$ cat src/rtl/ssp_pkg.sv
package ssp_pkg;

  localparam logic       FUNC_BYTE    = 1'b0;
  localparam logic       FUNC_TIMEOUT = 1'b1;

  localparam logic       KIND_PARAM  = 1'b0;
  localparam logic       KIND_STATUS = 1'b1;

  localparam logic [7:0] SYNC_BYTE   = 8'hFF;
  localparam logic [7:0] SUM_GOOD    = 8'hFF;
  localparam logic [7:0] ID_RESET    = 8'd254;

  localparam logic [8:0] POS_ID          = 9'd2;
  localparam logic [8:0] POS_LENGTH      = 9'd3;
  localparam logic [8:0] POS_ERROR       = 9'd4;
  localparam logic [8:0] POS_PARAM0      = 9'd5;
  localparam logic [8:0] COUNT_RESET     = 9'd2;
  localparam logic [8:0] TARGET_RESET    = 9'd6;
  localparam logic [8:0] LENGTH_OVERHEAD = 9'd4;

  typedef struct packed {
    logic       func;
    logic [7:0] rx_byte;
  } item_t;

  typedef struct packed {
    logic       kind;
    logic [7:0] param_index;
    logic [7:0] param_byte;
    logic [7:0] servo_id;
    logic [7:0] servo_error;
    logic       timeout_flag;
    logic       length_error;
    logic       checksum_error;
    logic       id_mismatch;
  } result_t;

endpackage

$ cat src/rtl/ssp_parser.sv
module ssp_parser (
  input  logic            clk,
  input  logic            rst_n,
  input  logic            item_en,
  input  ssp_pkg::item_t  item,
  input  logic [7:0]      expected_id,
  output logic            res_vld,
  output ssp_pkg::result_t res
);

  logic       synced_r, synced_nxt;
  logic       last_ff_r, last_ff_nxt;
  logic [8:0] count_r, count_nxt;
  logic [8:0] target_r, target_nxt;
  logic [7:0] sum_r, sum_nxt;
  logic [7:0] id_r, id_nxt;
  logic [7:0] len_r, len_nxt;
  logic [7:0] err_r, err_nxt;

  logic       is_ff;
  logic       emit_status;
  logic       is_timeout;
  logic [8:0] pos_next;

  always_comb begin
    synced_nxt  = synced_r;
    last_ff_nxt = last_ff_r;
    count_nxt   = count_r;
    target_nxt  = target_r;
    sum_nxt     = sum_r;
    id_nxt      = id_r;
    len_nxt     = len_r;
    err_nxt     = err_r;
    res_vld     = 1'b0;
    res         = '0;
    emit_status = 1'b0;
    is_timeout  = (item.func == ssp_pkg::FUNC_TIMEOUT);
    is_ff       = (item.rx_byte == ssp_pkg::SYNC_BYTE);
    pos_next    = count_r + 9'd1;

    if (is_timeout) begin
      emit_status = 1'b1;
    end else if (!synced_r) begin
      if (is_ff && last_ff_r) begin
        synced_nxt  = 1'b1;
        last_ff_nxt = 1'b0;
      end else begin
        last_ff_nxt = is_ff;
      end
    end else begin
      sum_nxt   = sum_r + item.rx_byte;
      count_nxt = pos_next;
      if (count_r == ssp_pkg::POS_ID) begin
        id_nxt = item.rx_byte;
      end else if (count_r == ssp_pkg::POS_LENGTH) begin
        len_nxt    = item.rx_byte;
        target_nxt = {1'b0, item.rx_byte} + ssp_pkg::LENGTH_OVERHEAD;
      end else if (count_r == ssp_pkg::POS_ERROR) begin
        err_nxt = item.rx_byte;
      end
      if (count_nxt >= target_nxt) begin
        emit_status = 1'b1;
      end else if (count_r >= ssp_pkg::POS_PARAM0) begin
        res_vld         = 1'b1;
        res.kind        = ssp_pkg::KIND_PARAM;
        res.param_index = 8'(count_r - ssp_pkg::POS_PARAM0);
        res.param_byte  = item.rx_byte;
      end
    end

    if (emit_status) begin
      res_vld            = 1'b1;
      res.kind           = ssp_pkg::KIND_STATUS;
      res.servo_id       = id_nxt;
      res.servo_error    = err_nxt;
      res.timeout_flag   = is_timeout;
      res.length_error   = (count_nxt != ({1'b0, len_nxt} + ssp_pkg::LENGTH_OVERHEAD));
      res.checksum_error = (sum_nxt != ssp_pkg::SUM_GOOD);
      res.id_mismatch    = (id_nxt != expected_id);
      synced_nxt         = 1'b0;
      last_ff_nxt        = 1'b0;
      count_nxt          = ssp_pkg::COUNT_RESET;
      target_nxt         = ssp_pkg::TARGET_RESET;
      sum_nxt            = '0;
      id_nxt             = '0;
      len_nxt            = '0;
      err_nxt            = '0;
    end
  end

  always_ff @(posedge clk) begin
    if (!rst_n) begin
      synced_r  <= 1'b0;
      last_ff_r <= 1'b0;
      count_r   <= ssp_pkg::COUNT_RESET;
      target_r  <= ssp_pkg::TARGET_RESET;
      sum_r     <= '0;
      id_r      <= '0;
      len_r     <= '0;
      err_r     <= '0;
    end else if (item_en) begin
      synced_r  <= synced_nxt;
      last_ff_r <= last_ff_nxt;
      count_r   <= count_nxt;
      target_r  <= target_nxt;
      sum_r     <= sum_nxt;
      id_r      <= id_nxt;
      len_r     <= len_nxt;
      err_r     <= err_nxt;
    end
  end

endmodule

$ cat src/rtl/servo_status_packet_receiver.sv
// channel  direction  handshake              payload
// in       input      in_valid / in_ready    in_func, in_rx_byte
// out      output     out_valid / out_ready  out_kind .. out_id_mismatch
// cfg      input      cfg_wr_en              cfg_wr_data (expected id)
//
// one transaction per cycle unless the output stalls: input register, one parser pass,
// result register; bytes with no result free the slot
// synchronous active-low reset clears parser state, expected id resets to 254
// a stalled result holds the result register; the input register still takes one
// transaction and then in_ready drops until the result is taken
module servo_status_packet_receiver (
  input  logic       clk,
  input  logic       rst_n,
  input  logic       in_valid,
  output logic       in_ready,
  input  logic       in_func,
  input  logic [7:0] in_rx_byte,
  output logic       out_valid,
  input  logic       out_ready,
  output logic       out_kind,
  output logic [7:0] out_param_index,
  output logic [7:0] out_param_byte,
  output logic [7:0] out_servo_id,
  output logic [7:0] out_servo_error,
  output logic       out_timeout_flag,
  output logic       out_length_error,
  output logic       out_checksum_error,
  output logic       out_id_mismatch,
  input  logic       cfg_wr_en,
  input  logic [7:0] cfg_wr_data
);

  logic             in_vld_r;
  ssp_pkg::item_t   item_r;
  logic             out_vld_r;
  ssp_pkg::result_t res_r;
  logic [7:0]       exp_id_r;

  logic             advance;
  logic             res_vld;
  ssp_pkg::result_t res;

  assign advance  = in_vld_r && (!out_vld_r || out_ready);
  assign in_ready = !in_vld_r || advance;

  always_ff @(posedge clk) begin
    if (!rst_n) begin
      exp_id_r <= ssp_pkg::ID_RESET;
    end else if (cfg_wr_en) begin
      exp_id_r <= cfg_wr_data;
    end
  end

  always_ff @(posedge clk) begin
    if (!rst_n) begin
      in_vld_r <= 1'b0;
    end else if (in_ready) begin
      in_vld_r <= in_valid;
    end
  end

  always_ff @(posedge clk) begin
    if (in_valid && in_ready) begin
      item_r.func    <= in_func;
      item_r.rx_byte <= in_rx_byte;
    end
  end

  ssp_parser u_parser (
    .clk         (clk),
    .rst_n       (rst_n),
    .item_en     (advance),
    .item        (item_r),
    .expected_id (exp_id_r),
    .res_vld     (res_vld),
    .res         (res)
  );

  always_ff @(posedge clk) begin
    if (!rst_n) begin
      out_vld_r <= 1'b0;
    end else if (advance) begin
      out_vld_r <= res_vld;
    end else if (out_ready) begin
      out_vld_r <= 1'b0;
    end
  end

  always_ff @(posedge clk) begin
    if (advance && res_vld) begin
      res_r <= res;
    end
  end

  assign out_valid          = out_vld_r;
  assign out_kind           = res_r.kind;
  assign out_param_index    = res_r.param_index;
  assign out_param_byte     = res_r.param_byte;
  assign out_servo_id       = res_r.servo_id;
  assign out_servo_error    = res_r.servo_error;
  assign out_timeout_flag   = res_r.timeout_flag;
  assign out_length_error   = res_r.length_error;
  assign out_checksum_error = res_r.checksum_error;
  assign out_id_mismatch    = res_r.id_mismatch;

  a_ready_when_empty: assert property (@(posedge clk) disable iff (!rst_n)
    !in_vld_r |-> in_ready)
    else $error("input register empty but not ready");

  a_param_clean: assert property (@(posedge clk) disable iff (!rst_n)
    (out_vld_r && res_r.kind == ssp_pkg::KIND_PARAM) |->
      (res_r.servo_id == 8'd0 && res_r.servo_error == 8'd0 && !res_r.timeout_flag &&
       !res_r.length_error && !res_r.checksum_error && !res_r.id_mismatch))
    else $error("parameter result carries status fields");

  a_param_index_range: assert property (@(posedge clk) disable iff (!rst_n)
    (out_vld_r && res_r.kind == ssp_pkg::KIND_PARAM) |-> (res_r.param_index <= 8'd252))
    else $error("parameter index out of range");

  a_status_clean: assert property (@(posedge clk) disable iff (!rst_n)
    (out_vld_r && res_r.kind == ssp_pkg::KIND_STATUS) |->
      (res_r.param_index == 8'd0 && res_r.param_byte == 8'd0))
    else $error("status result carries parameter fields");

endmodule

$ cat config.mk
export PLATFORM = sky130hd
export DESIGN_NAME = servo_status_packet_receiver
export DESIGN_NICKNAME = d
export VERILOG_FILES = /design/src/rtl/ssp_pkg.sv /design/src/rtl/ssp_parser.sv /design/src/rtl/servo_status_packet_receiver.sv
export SDC_FILE = /design/constraint.sdc
export NUM_CORES = 1
export LEC_CHECK = 0
export ABC_AREA = 1
export BUFFER_PORTS_ARGS = -buffer_cell sky130_fd_sc_hd__buf_2
export CORE_ASPECT_RATIO = 1.75
export CORE_MARGIN = 5
export CORE_UTILIZATION = 55
export CTS_CLUSTER_SIZE = 12
export DETAILED_ROUTE_END_ITERATION = 7
export GPL_TIMING_DRIVEN = 0
export PLACE_DENSITY = 0.78
export SYNTH_ARGS = -nofsm -noshare
export SYNTH_HDL_FRONTEND = slang
export SYNTH_SLANG_ARGS = --single-unit
export TNS_END_PERCENT = 100
$ cat constraint.sdc
create_clock -name clk -period 4.7 [get_ports clk]
set_input_delay 0.235 -clock clk [delete_from_list [all_inputs] [get_ports clk]]
set_output_delay 0.235 -clock clk [all_outputs]
set_load 0.05 [all_outputs]
==> parameters.txt, run 1 <==
Parameter                              Value

Yosys
  Sequential-to-total area share from yosys stat    43.9%
  Avg Synthesized Cell Area    7.54 µm²
  Portion of synthesized cell area occupied by the leading cell type    23.1%
  Asr flop ratio synth    0%
  Number of standard cells after synthesis    792
  Prevailing post-synth register cell    dfxtp_1
  Largest area contributor in the netlist    edfxtp_1
  Top-count cell post-synth    nand2_1
  Net count of the mapped netlist    838
  Number of warnings printed during yosys synthesis    0
  Top cells by area in the synthesized netlist    edfxtp_1 23%, dfxtp_1 21%, nand2_1 16%
  Number of synthesized flops with an enable pin    46
  Mapped cell area    5970 µm²
  Flops & latches, synth    108
  Distinct cell type count of the synthesized netlist    40
  Most numerous cell types in the synthesized netlist    248 x nand2_1, 86 x inv_1, 65 x a21oi_1

Worst setup path
  Data required time of the critical path    4730 ps
  Endpoint class of the critical path    flop
  Delay of the slowest cell on the worst path    710 ps
  CP Cell Sequence    inv_1, ha_1, nor2_4, nand2_2, inv_1, buf_2, nand3_1, o21ai_0, inv_1, ha_1, a21oi_1, o31a_1, nand4_1, o21ai_0, nand2_8
  CP Launch Point    u_parser.count_r[0]
  Crit path kind    reg2reg
  Family of cells with the greatest summed delay on the critical path    simple AND/OR/NAND/NOR gates
  Highest-delay cell along the critical path    o21ai_0
  Reg-to-Reg Start    u_parser.count_r[0]
  Crit path max fanout    37
  Crit path buffers/inverters    4
  Critical Path Source Type    flop
  Worst endpoint data arrival time    4310 ps
  Critical Path Most Common Cell    inv_1

Global route
  Total track usage    25.1%
  Initial antenna violation count    0
  Pin count of the biggest net entering global routing    38
  Overflow left after global routing    0
  First-pass GRT wire length    25.2 mm
  Vias in the first global route    5179

CTS
  Clock tree buffer depth    2
  CTS root buf    clkbuf_16
  Sinks on Clock Net    108
  Total CTS buffers    9
  Clock network latency to the later pin of the worst-skew pair    360 ps
  CTS tree    built
  Hold Buf Count CTS    0
  Clock transition at the registers of the reported paths    80 ps
  Count of H-tree levels built during CTS    3

STA
  Unrepaired setup endpoints after global routing    false
  Final number of max-transition violations    0
  Post-route clock skew    8.42 ps
  Final min period    4280 ps
  Final Setup Violations    0
  Sum of negative setup slack    0 ps
  Max-Slew Margin vs Limit    45.2%
  Slew at the pin with the worst max-slew slack    813 ps
  Crit share post-route    91.1%
  Total count of hold-check failures in the final report    0
  Fmax    234 MHz

Die
  Number of placed I/O pins    61
  Initial Util    55.8%
  Standard-cell rows    50
  Area of the die    13100 µm²
  Die boundary height    148 µm
  Area of the placeable core    10700 µm²
  X dimension of the die    88.8 µm

Placement
  Detailed Place HPWL    11.7 mm
  Final weighted congestion in routability-driven placement    0.940
  Port Buffers    59
  Number of placed cells counting well taps    981

Final layout
  Total number of nets in the final design    908
  Final Instance Count excl. Fillers    997
  Total of fill cells in the finished design    947
  Final standard cell utilization of the core    63.2%
  Signed area change from the synthesized netlist to the final layout    13.2%
  Share of cells above drive strength 1    13.4%
  Antenna Diode Count    0

Detailed routing
  Average via count per standard cell    5.47
  # DRC    0
  Drt first pass iters    6
  Antenna-violating nets left    0
  Total Routed Length    15.6 mm
  1st-iter DRT viols    458
  Routed wire length per instance    15.6 µm
  Via count of the routed design    5450

Run status
  Result of the run    finished, final reports clean

Power
  Worst vdd rail ir drop    0.000281 V
  Design Power    0.00191 W
  Leakage power figure    3.15 nW
  Power per cell area    283 nW/µm²

Hold path
  Startpoint of the worst hold path    in_rx_byte[0]
  Hold WC Path Type    in2reg

Job
  Max-cap violations    0
area by class of cell:
cell class	count	area (µm²)	share of cell area, %
Inverter	94	360	5.33
Buffer	30	156	2.31
Timing Repair Buffer	59	295	4.36
Clock inverter	7	88.8	1.31
Clock buffer	9	225	3.33
Multi-Input combinational cell	560	2850	42.2
Tap cell	130	163	2.40
Sequential cell	108	2620	38.8
routing by layer:
layer	track usage [%]	vias up	share of wire [%]
li1	-	2709	-
met1	27.3	2480	37
met2	44.0	190	51
met3	3.68	71	5.1
met4	15.4	0	6.5
met5	0	-	0
stage by stage:
step           instance area [µm²]  hold WS (ps)  setup WS, ps
6_report                      6770          49.8           420
5_1_grt                       6770          41.3           141
4_1_cts                       6750          41.1           228
3_5_place_dp                  6430           413          3.56
3_3_place_gp                  6430           412          -410
2_1_floorplan                 5970           334           845
path summary, 6_finish.rpt:
kind	slack [ps]	to	cells past startpoint
worst max register to register	420	out_id_mismatch	15
worst min register to register	470	u_parser.len_r[2]	2
worst max-delay path	420	out_id_mismatch	15
worst min-delay path	50	item_r[0]	1
kinds of logic after synthesis:
| family | share of synthesized area [%] |
|---|---|
| multiplexers | 0.335 |
| adder cells (fa/ha/maj) | 5.15 |
| AO/OA/AOI/OAI | 10.0 |
| buffers and inverters | 8.63 |
| XOR/XNOR | 3.08 |
| AND/OR/NAND/NOR | 28.9 |
| flip-flops | 43.9 |
registers in the layout, summed over array words and instances (netlist names), 8 cells and up:
signal / flops
exp_id_r: 8
item_r: 9
out_param_byte: 8
out_param_index: 8
out_servo_error: 8
out_servo_id: 8
u_parser.count_r: 9
u_parser.err_r: 8
u_parser.id_r: 8
u_parser.len_r: 8
u_parser.sum_r: 8
u_parser.target_r: 9
layout by cell type, fill, tap and decap left out, types with 2 or more instances in the layout:
cell type	instances
ha_1	23
nand3_4	2
inv_1	86
o31a_1	2
xnor2_1	5
dfxtp_1	61
nor3_1	5
inv_6	2
nor2_1	63
mux2i_1	2
nand3_1	46
o211ai_1	2
xor2_1	16
o21ai_2	2
nor2_2	3
nand2_1	247
buf_2	69
nand4_1	15
edfxtp_1	46
nor2_8	2
o21ai_1	7
buf_6	2
nand4_2	2
inv_8	2
clkinv_8	3
o21ai_0	36
nand3b_1	4
nand2_2	3
clkbuf_1	15
a21oi_1	65
clkbuf_16	9
inv_2	5
timing repair:
action,in CTS,in global routing
endpoints found under the setup margin,37,57
buffers inserted,0,0
resized for setup,1,4
power by group:
| group | total, W | switching (W) | internal [W] |
|---|---|---|---|
| Combinational | 0.000122 | 0.0000897 | 0.0000327 |
| Clock | 0.000782 | 0.000397 | 0.000385 |
| Sequential | 0.00101 | 0.0000179 | 0.000991 |
| Total | 0.00191 | 0.000504 | 0.00141 |
worst reg2reg max path: stages (launching register included):
cell     delay [ps]
dfxtp_2         460
inv_1           170
ha_1            300
nor2_4          320
nand2_2         200
inv_1           100
buf_2           200
nand3_1         120
o21ai_0         150
inv_1            90
ha_1            310
a21oi_1         140
o31a_1          130
nand4_1         190
o21ai_0         710
nand2_8         330
Note: power is estimated with default switching activity, not from simulation.
==> run 2: changes to the inputs <==
- ABC_AREA: 1 -> unset
- CORE_UTILIZATION: 55 -> 53
- PLACE_DENSITY: 0.78 -> 0.79
- clock period: 4.7 -> 3.7 ns (I/O delays scaled with it)
==> run 2 against run 1 <==
  * Count of clock-buffer cells in the layout rose by 3
  * Die area decreased by 1.3%
  * Critical path depth rose by 3
  * Combinational power is 82% higher
  * Critical endpoint is now out_param_byte[5]
  * Utilization grew 4.5 points
  * Largest cell class unchanged
  * Sequential share of layout area fell by 2.1 points
  * The run now ends with DRC, setup timing left
  * Clock power is 18% higher
  * Largest power group unchanged
  * Global-route usage is 2.2 points higher
==> parameters.txt, run 2 <==
Parameter                              Value

Yosys
  Flops & latches, synth    108
  Asr flop ratio synth    0%
  Most numerous cell types in the synthesized netlist    83 x nand2_1, 62 x dfxtp_1, 58 x nor2_1
  Portion of synthesized cell area occupied by the leading cell type    24.3%
  Net count of the mapped netlist    649
  Number of warnings printed during yosys synthesis    0
  Sequential-to-total area share from yosys stat    46.2%
  Prevailing post-synth register cell    dfxtp_1
  Distinct cell type count of the synthesized netlist    56
  Number of standard cells after synthesis    603
  Top-count cell post-synth    nand2_1
  Number of synthesized flops with an enable pin    46
  Top cells by area in the synthesized netlist    edfxtp_1 24%, dfxtp_1 22%, nand2_1 5.5%
  Largest area contributor in the netlist    edfxtp_1
  Avg Synthesized Cell Area    9.41 µm²
  Mapped cell area    5670 µm²

Power
  Power per cell area    339 nW/µm²
  Design Power    0.00243 W
  Leakage power figure    2.87 nW
  Worst vdd rail ir drop    0.000278 V

Final layout
  Area taken by multi-input logic gates    3100 µm²
  Signed area change from the synthesized netlist to the final layout    26.2%
  Commonest cells after routing, fill and taps aside    83 x nand2_1, 60 x buf_2, 60 x dfxtp_1
  Largest regs    item_r (9), u_parser.count_r (9), u_parser.target_r (9)
  Final standard cell utilization of the core    67.7%
  Commonest non-fill, non-tap cell in the layout    nand2_1
  Antenna Diode Count    0
  Share of cells above drive strength 1    22.7%
  Total number of nets in the final design    759
  Area occupied by registers    2630 µm²
  Total of fill cells in the finished design    838

STA
  Unrepaired setup endpoints after global routing    true
  Final number of max-transition violations    0
  Final min period    3720 ps
  Max-Slew Margin vs Limit    47.0%
  Post-route clock skew    9.26 ps
  Final Setup Violations    10
  Slew at the pin with the worst max-slew slack    796 ps
  Smallest hold slack    4.65 ps
  Total count of hold-check failures in the final report    0
  Crit share post-route    100%
  Fmax    269 MHz
  Fin worst setup slack    -15.1 ps

Global route
  Met1 Resource Use GR    28.0%
  Overflow left after global routing    0
  First-pass GRT wire length    26.8 mm
  Met3 routing resource usage after global routing    4.32%
  Met2 Usage GRT    48.3%
  Vias in the first global route    5095
  Total track usage    27.3%
  Pin count of the biggest net entering global routing    19
  Initial antenna violation count    0
  Most Crowded Layer GR    met2

Worst setup path
  CP Cell Sequence    buf_8, inv_8, ha_4, nor3b_4, nand3_4, clkbuf_16, mux2_4, ha_4, nand2b_4, a21o_1, a21oi_4, o21ai_4, a31oi_4, clkbuf_8, buf_12, a21oi_4, buf_12, clkbuf_16
  Delay of the slowest cell on the worst path    370 ps
  Critical Path Source Type    flop
  Data required time of the critical path    3780 ps
  Crit path kind    reg2reg
  Endpoint class of the critical path    flop
  Crit path max fanout    7
  Highest-delay cell along the critical path    dfxtp_4
  Worst endpoint data arrival time    3800 ps

CTS
  CTS tree    built
  Clock transition at the registers of the reported paths    70 ps
  Sinks on Clock Net    108
  CTS root buf    clkbuf_16
  Clock network latency to the later pin of the worst-skew pair    360 ps
  Total CTS buffers    9
  Count of H-tree levels built during CTS    3
  Clock tree buffer depth    2

Detailed routing
  Antenna-violating nets left    0
  Total Routed Length    18.0 mm
  Via count of the routed design    5170
  # DRC    2
  Drt first pass iters    8
  Routed wire length per instance    21.2 µm
  Average via count per standard cell    6.10
  1st-iter DRT viols    355

Job
  Max-cap violations    0

Die
  Standard-cell rows    50
  Number of placed I/O pins    61
  Area of the placeable core    10600 µm²
  Area of the die    13000 µm²
  X dimension of the die    88.2 µm
  Die boundary height    147 µm
  Initial Util    53.7%

Hold path
  Hold WC Path Type    in2reg

Placement
  Detailed Place HPWL    12.0 mm
  Final weighted congestion in routability-driven placement    0.947
  Post-placement worst setup slack    -1050 ps
  Port Buffers    59

Run status
  Failing checks    DRC, setup timing
  Result of the run    finished with violations
## run 2: power breakdown
part	internal (W)	total (W)	switching, W
Sequential	0.00126	0.00128	0.0000200
Combinational	0.0000732	0.000222	0.000148
Clock	0.000465	0.000926	0.000462
## run 2: logic make-up after synthesis
family / after synthesis / synth area share, %
buffers and inverters: 48 / 3.44
XOR/XNOR: 43 / 6.88
flip-flops: 108 / 46.2
adder cells (fa/ha/maj): 24 / 5.42
AO/OA/AOI/OAI: 117 / 12.7
multiplexers: 34 / 6.39
AND/OR/NAND/NOR: 229 / 19.0
## run 2: cell type report
cell class / instances / area share [%]
Buffer: 34 / 3.06
Multi-Input combinational cell: 448 / 43.3
Clock inverter: 4 / 0.472
Tap cell: 130 / 2.27
Inverter: 11 / 0.717
Clock buffer: 12 / 3.30
Sequential cell: 108 / 36.7
Timing Repair Buffer: 101 / 10.2
## run 2: worst max-delay path, delay by kind of cell (launching register included)
| family | cells | cell delay [ps] |
|---|---|---|
| DFF | 1 | 370 |
| buffers and inverters | 7 | 950 |
| AOI/OAI and AO/OA | 5 | 900 |
| muxes | 1 | 320 |
| and+or+nand+nor | 3 | 460 |
| adders and majority gates | 2 | 410 |
## run 2: what timing repair did
action / CTS / global route
hold buffers: 6 / 0
setup endpoints to repair: 95 / 91
resized for setup: 30 / 17
cloned: 2 / 3
pin swaps: 9 / 13
buffers inserted: 23 / 11
hold endpoints to repair: 6 / 0
## run 2: worst paths after layout
check | from | end | slack, ps | cells after the start
setup / recovery | u_parser.count_r[0] | out_param_byte[5] | -20 | 18
hold reg to reg | u_parser.len_r[6] | u_parser.len_r[6] | 470 | 2
setup reg to reg | u_parser.count_r[0] | out_param_byte[5] | -20 | 18
hold / removal | in_func | item_r[8] | 5 | 1
## run 2: through the flow
| stage | area, µm² | TNS, ps | instances |
|---|---|---|---|
| after global placement | 6260 | -47770 | 792 |
| after global routing | 7160 | -2440 | 848 |
| final | 7160 | -108 | 848 |
| after detailed placement | 6260 | -52370 | 792 |
| after floorplan | 5800 | -6170 | 603 |
| after CTS | 6970 | 0 | 837 |
## run 2: layer usage
| metal | wire, µm | share of wire [%] |
|---|---|---|
| met2 | 9450 | 53 |
| met3 | 1080 | 6.0 |
| met5 | 0 | 0 |
| met4 | 1360 | 7.6 |
| met1 | 6070 | 34 |
==> run 3: changes to the inputs <==
- CORE_UTILIZATION: 53 -> 50
- PLACE_DENSITY: 0.79 -> 0.75
==> run 3 against run 2 <==
  * The flow now finishes without violations
  * Register-to-register slack better by 110 ps
  * Combinational power decreased by 11%
  * Design area shrank 2.3%
  * Via count decreased by 2.2%
  * Sequential power is essentially flat
  * Sequential share of layout area increased by 0.87 points
  * Global-route usage fell by 3.4 points
  * Clock skew barely moved
  * Setup slack improved by 110 ps
  * Largest cell class unchanged
  * Largest power group unchanged
  * Highest routed layer unchanged
==> parameters.txt, run 3 (same netlist as run 2, synthesis figures left out) <==
Parameter                              Value

Worst setup path
  Data required time of the critical path    3770 ps
  Crit path max fanout    11
  Crit path kind    reg2reg
  Critical Path Source Type    flop
  Endpoint class of the critical path    flop
  Worst endpoint data arrival time    3670 ps

CTS
  Count of H-tree levels built during CTS    3
  Clock network latency to the later pin of the worst-skew pair    350 ps
  Clock tree buffer depth    2
  CTS tree    built
  Sinks on Clock Net    108
  CTS root buf    clkbuf_16
  Clock transition at the registers of the reported paths    80 ps
  Hold Buf Count CTS    0
  Total CTS buffers    9

Job
  Max-cap violations    0

Final layout
  Commonest non-fill, non-tap cell in the layout    nand2_1
  Total number of nets in the final design    744
  Final Instance Count excl. Fillers    835
  Total of fill cells in the finished design    955
  Commonest cells after routing, fill and taps aside    83 x nand2_1, 60 x buf_2, 60 x dfxtp_1
  Largest regs    item_r (9), u_parser.count_r (9), u_parser.target_r (9)
  Signed area change from the synthesized netlist to the final layout    23.3%
  Antenna Diode Count    0
  Share of cells above drive strength 1    22.0%

Die
  X dimension of the die    90.5 µm
  Initial Util    51.1%
  Die boundary height    151 µm
  Standard-cell rows    51
  Area of the die    13700 µm²
  Number of placed I/O pins    61
  Area of the placeable core    11100 µm²

STA
  Fmax    278 MHz
  Smallest hold slack    7.95 ps
  Final Setup Violations    0
  Total count of hold-check failures in the final report    0
  Max-Slew Margin vs Limit    49.5%
  Final min period    3600 ps
  Final number of max-transition violations    0
  Crit share post-route    97.3%
  Slew at the pin with the worst max-slew slack    758 ps
  Fin worst setup slack    99.8 ps
  Post-route clock skew    9.54 ps

Power
  Design Power    0.00244 W
  Power per cell area    349 nW/µm²
  Leakage power figure    2.80 nW
  Worst vdd rail ir drop    0.000315 V

Placement
  Port Buffers    59
  Post-placement worst setup slack    -876 ps
  Detailed Place HPWL    11.8 mm
  Final weighted congestion in routability-driven placement    0.923
  Number of placed cells counting well taps    794

Detailed routing
  Via count of the routed design    5056
  Drt first pass iters    6
  Total Routed Length    16.7 mm
  Antenna-violating nets left    0
  Routed wire length per instance    20.0 µm
  # DRC    0
  1st-iter DRT viols    296
  Average via count per standard cell    6.06

Global route
  Met1 Resource Use GR    23.1%
  Vias in the first global route    5148
  Total track usage    23.9%
  Initial antenna violation count    0
  Overflow left after global routing    0
  First-pass GRT wire length    25.6 mm
  Met2 Usage GRT    44.4%
  Met3 routing resource usage after global routing    4.62%
  Most Crowded Layer GR    met2
  Pin count of the biggest net entering global routing    20

Hold path
  Hold WC Path Type    in2reg

Run status
  Result of the run    finished, final reports clean
==> run 3: worst max-delay path, cell delays in order, from the launching register on <==
cell and delay, ps:
dfxtp_4 370, buf_8 110, inv_6 40, ha_4 160
nor3b_4 260, nand3_4 120, buf_8 160, mux2_4 320
ha_4 260, nand2b_4 100, a21o_1 120, a21oi_2 70
o21ai_4 230, a31oi_4 160, clkbuf_16 200, buf_8 150
a21oi_4 270, clkbuf_16 210
==> run 3: final cells by class <==
cell class,instances,area [µm²],share of cell area [%]
multi-input cells,448,3080,44.0
repair buffers,86,557,7.96
plain buffers,34,226,3.24
inverters,11,46.3,0.662
well taps,132,165,2.36
flip-flops and latches,108,2630,37.6
clock buffers,9,225,3.22
clock inverters,7,66.3,0.948
==> run 3: metal layers <==
| layer | up-vias | wire (µm) |
|---|---|---|
| li1 | 2341 | - |
| met1 | 2412 | 5760 |
| met2 | 225 | 8940 |
| met3 | 78 | 910 |
| met4 | 0 | 1130 |
| met5 | - | 0 |
==> run 3: metrics by stage <==
step                      cell area (µm²)  util [%]  TNS, ps
after floorplan                      5800         -    -6170
after global placement               6260      56.4   -39450
after detailed placement             6260      56.4   -41110
after CTS                            6760      60.9        0
after global routing                 6990      63.0     -252
final                                6990      63.0        0
==> run 3: what timing repair did <==
action	4_1_cts	5_1_grt
gates cloned	1	1
pin swaps	7	10
buffers inserted	10	16
resized for setup	19	22
endpoints found under the setup margin	78	75
==> run 3: final timing paths <==
path,startpoint,endpoint,slack (ps),cells after the start
worst max-delay path,u_parser.count_r[0],out_servo_error[2],100,17
worst min register to register,u_parser.len_r[6],u_parser.len_r[6],470,2
worst min-delay path,in_rx_byte[5],item_r[5],8,1
worst max register to register,u_parser.count_r[0],out_servo_error[2],100,17
==> run 3: report_power, final <==
part           internal [W]  switching (W)
clock network      0.000523       0.000445
registers           0.00126      0.0000184
logic             0.0000589       0.000138
total               0.00184       0.000602
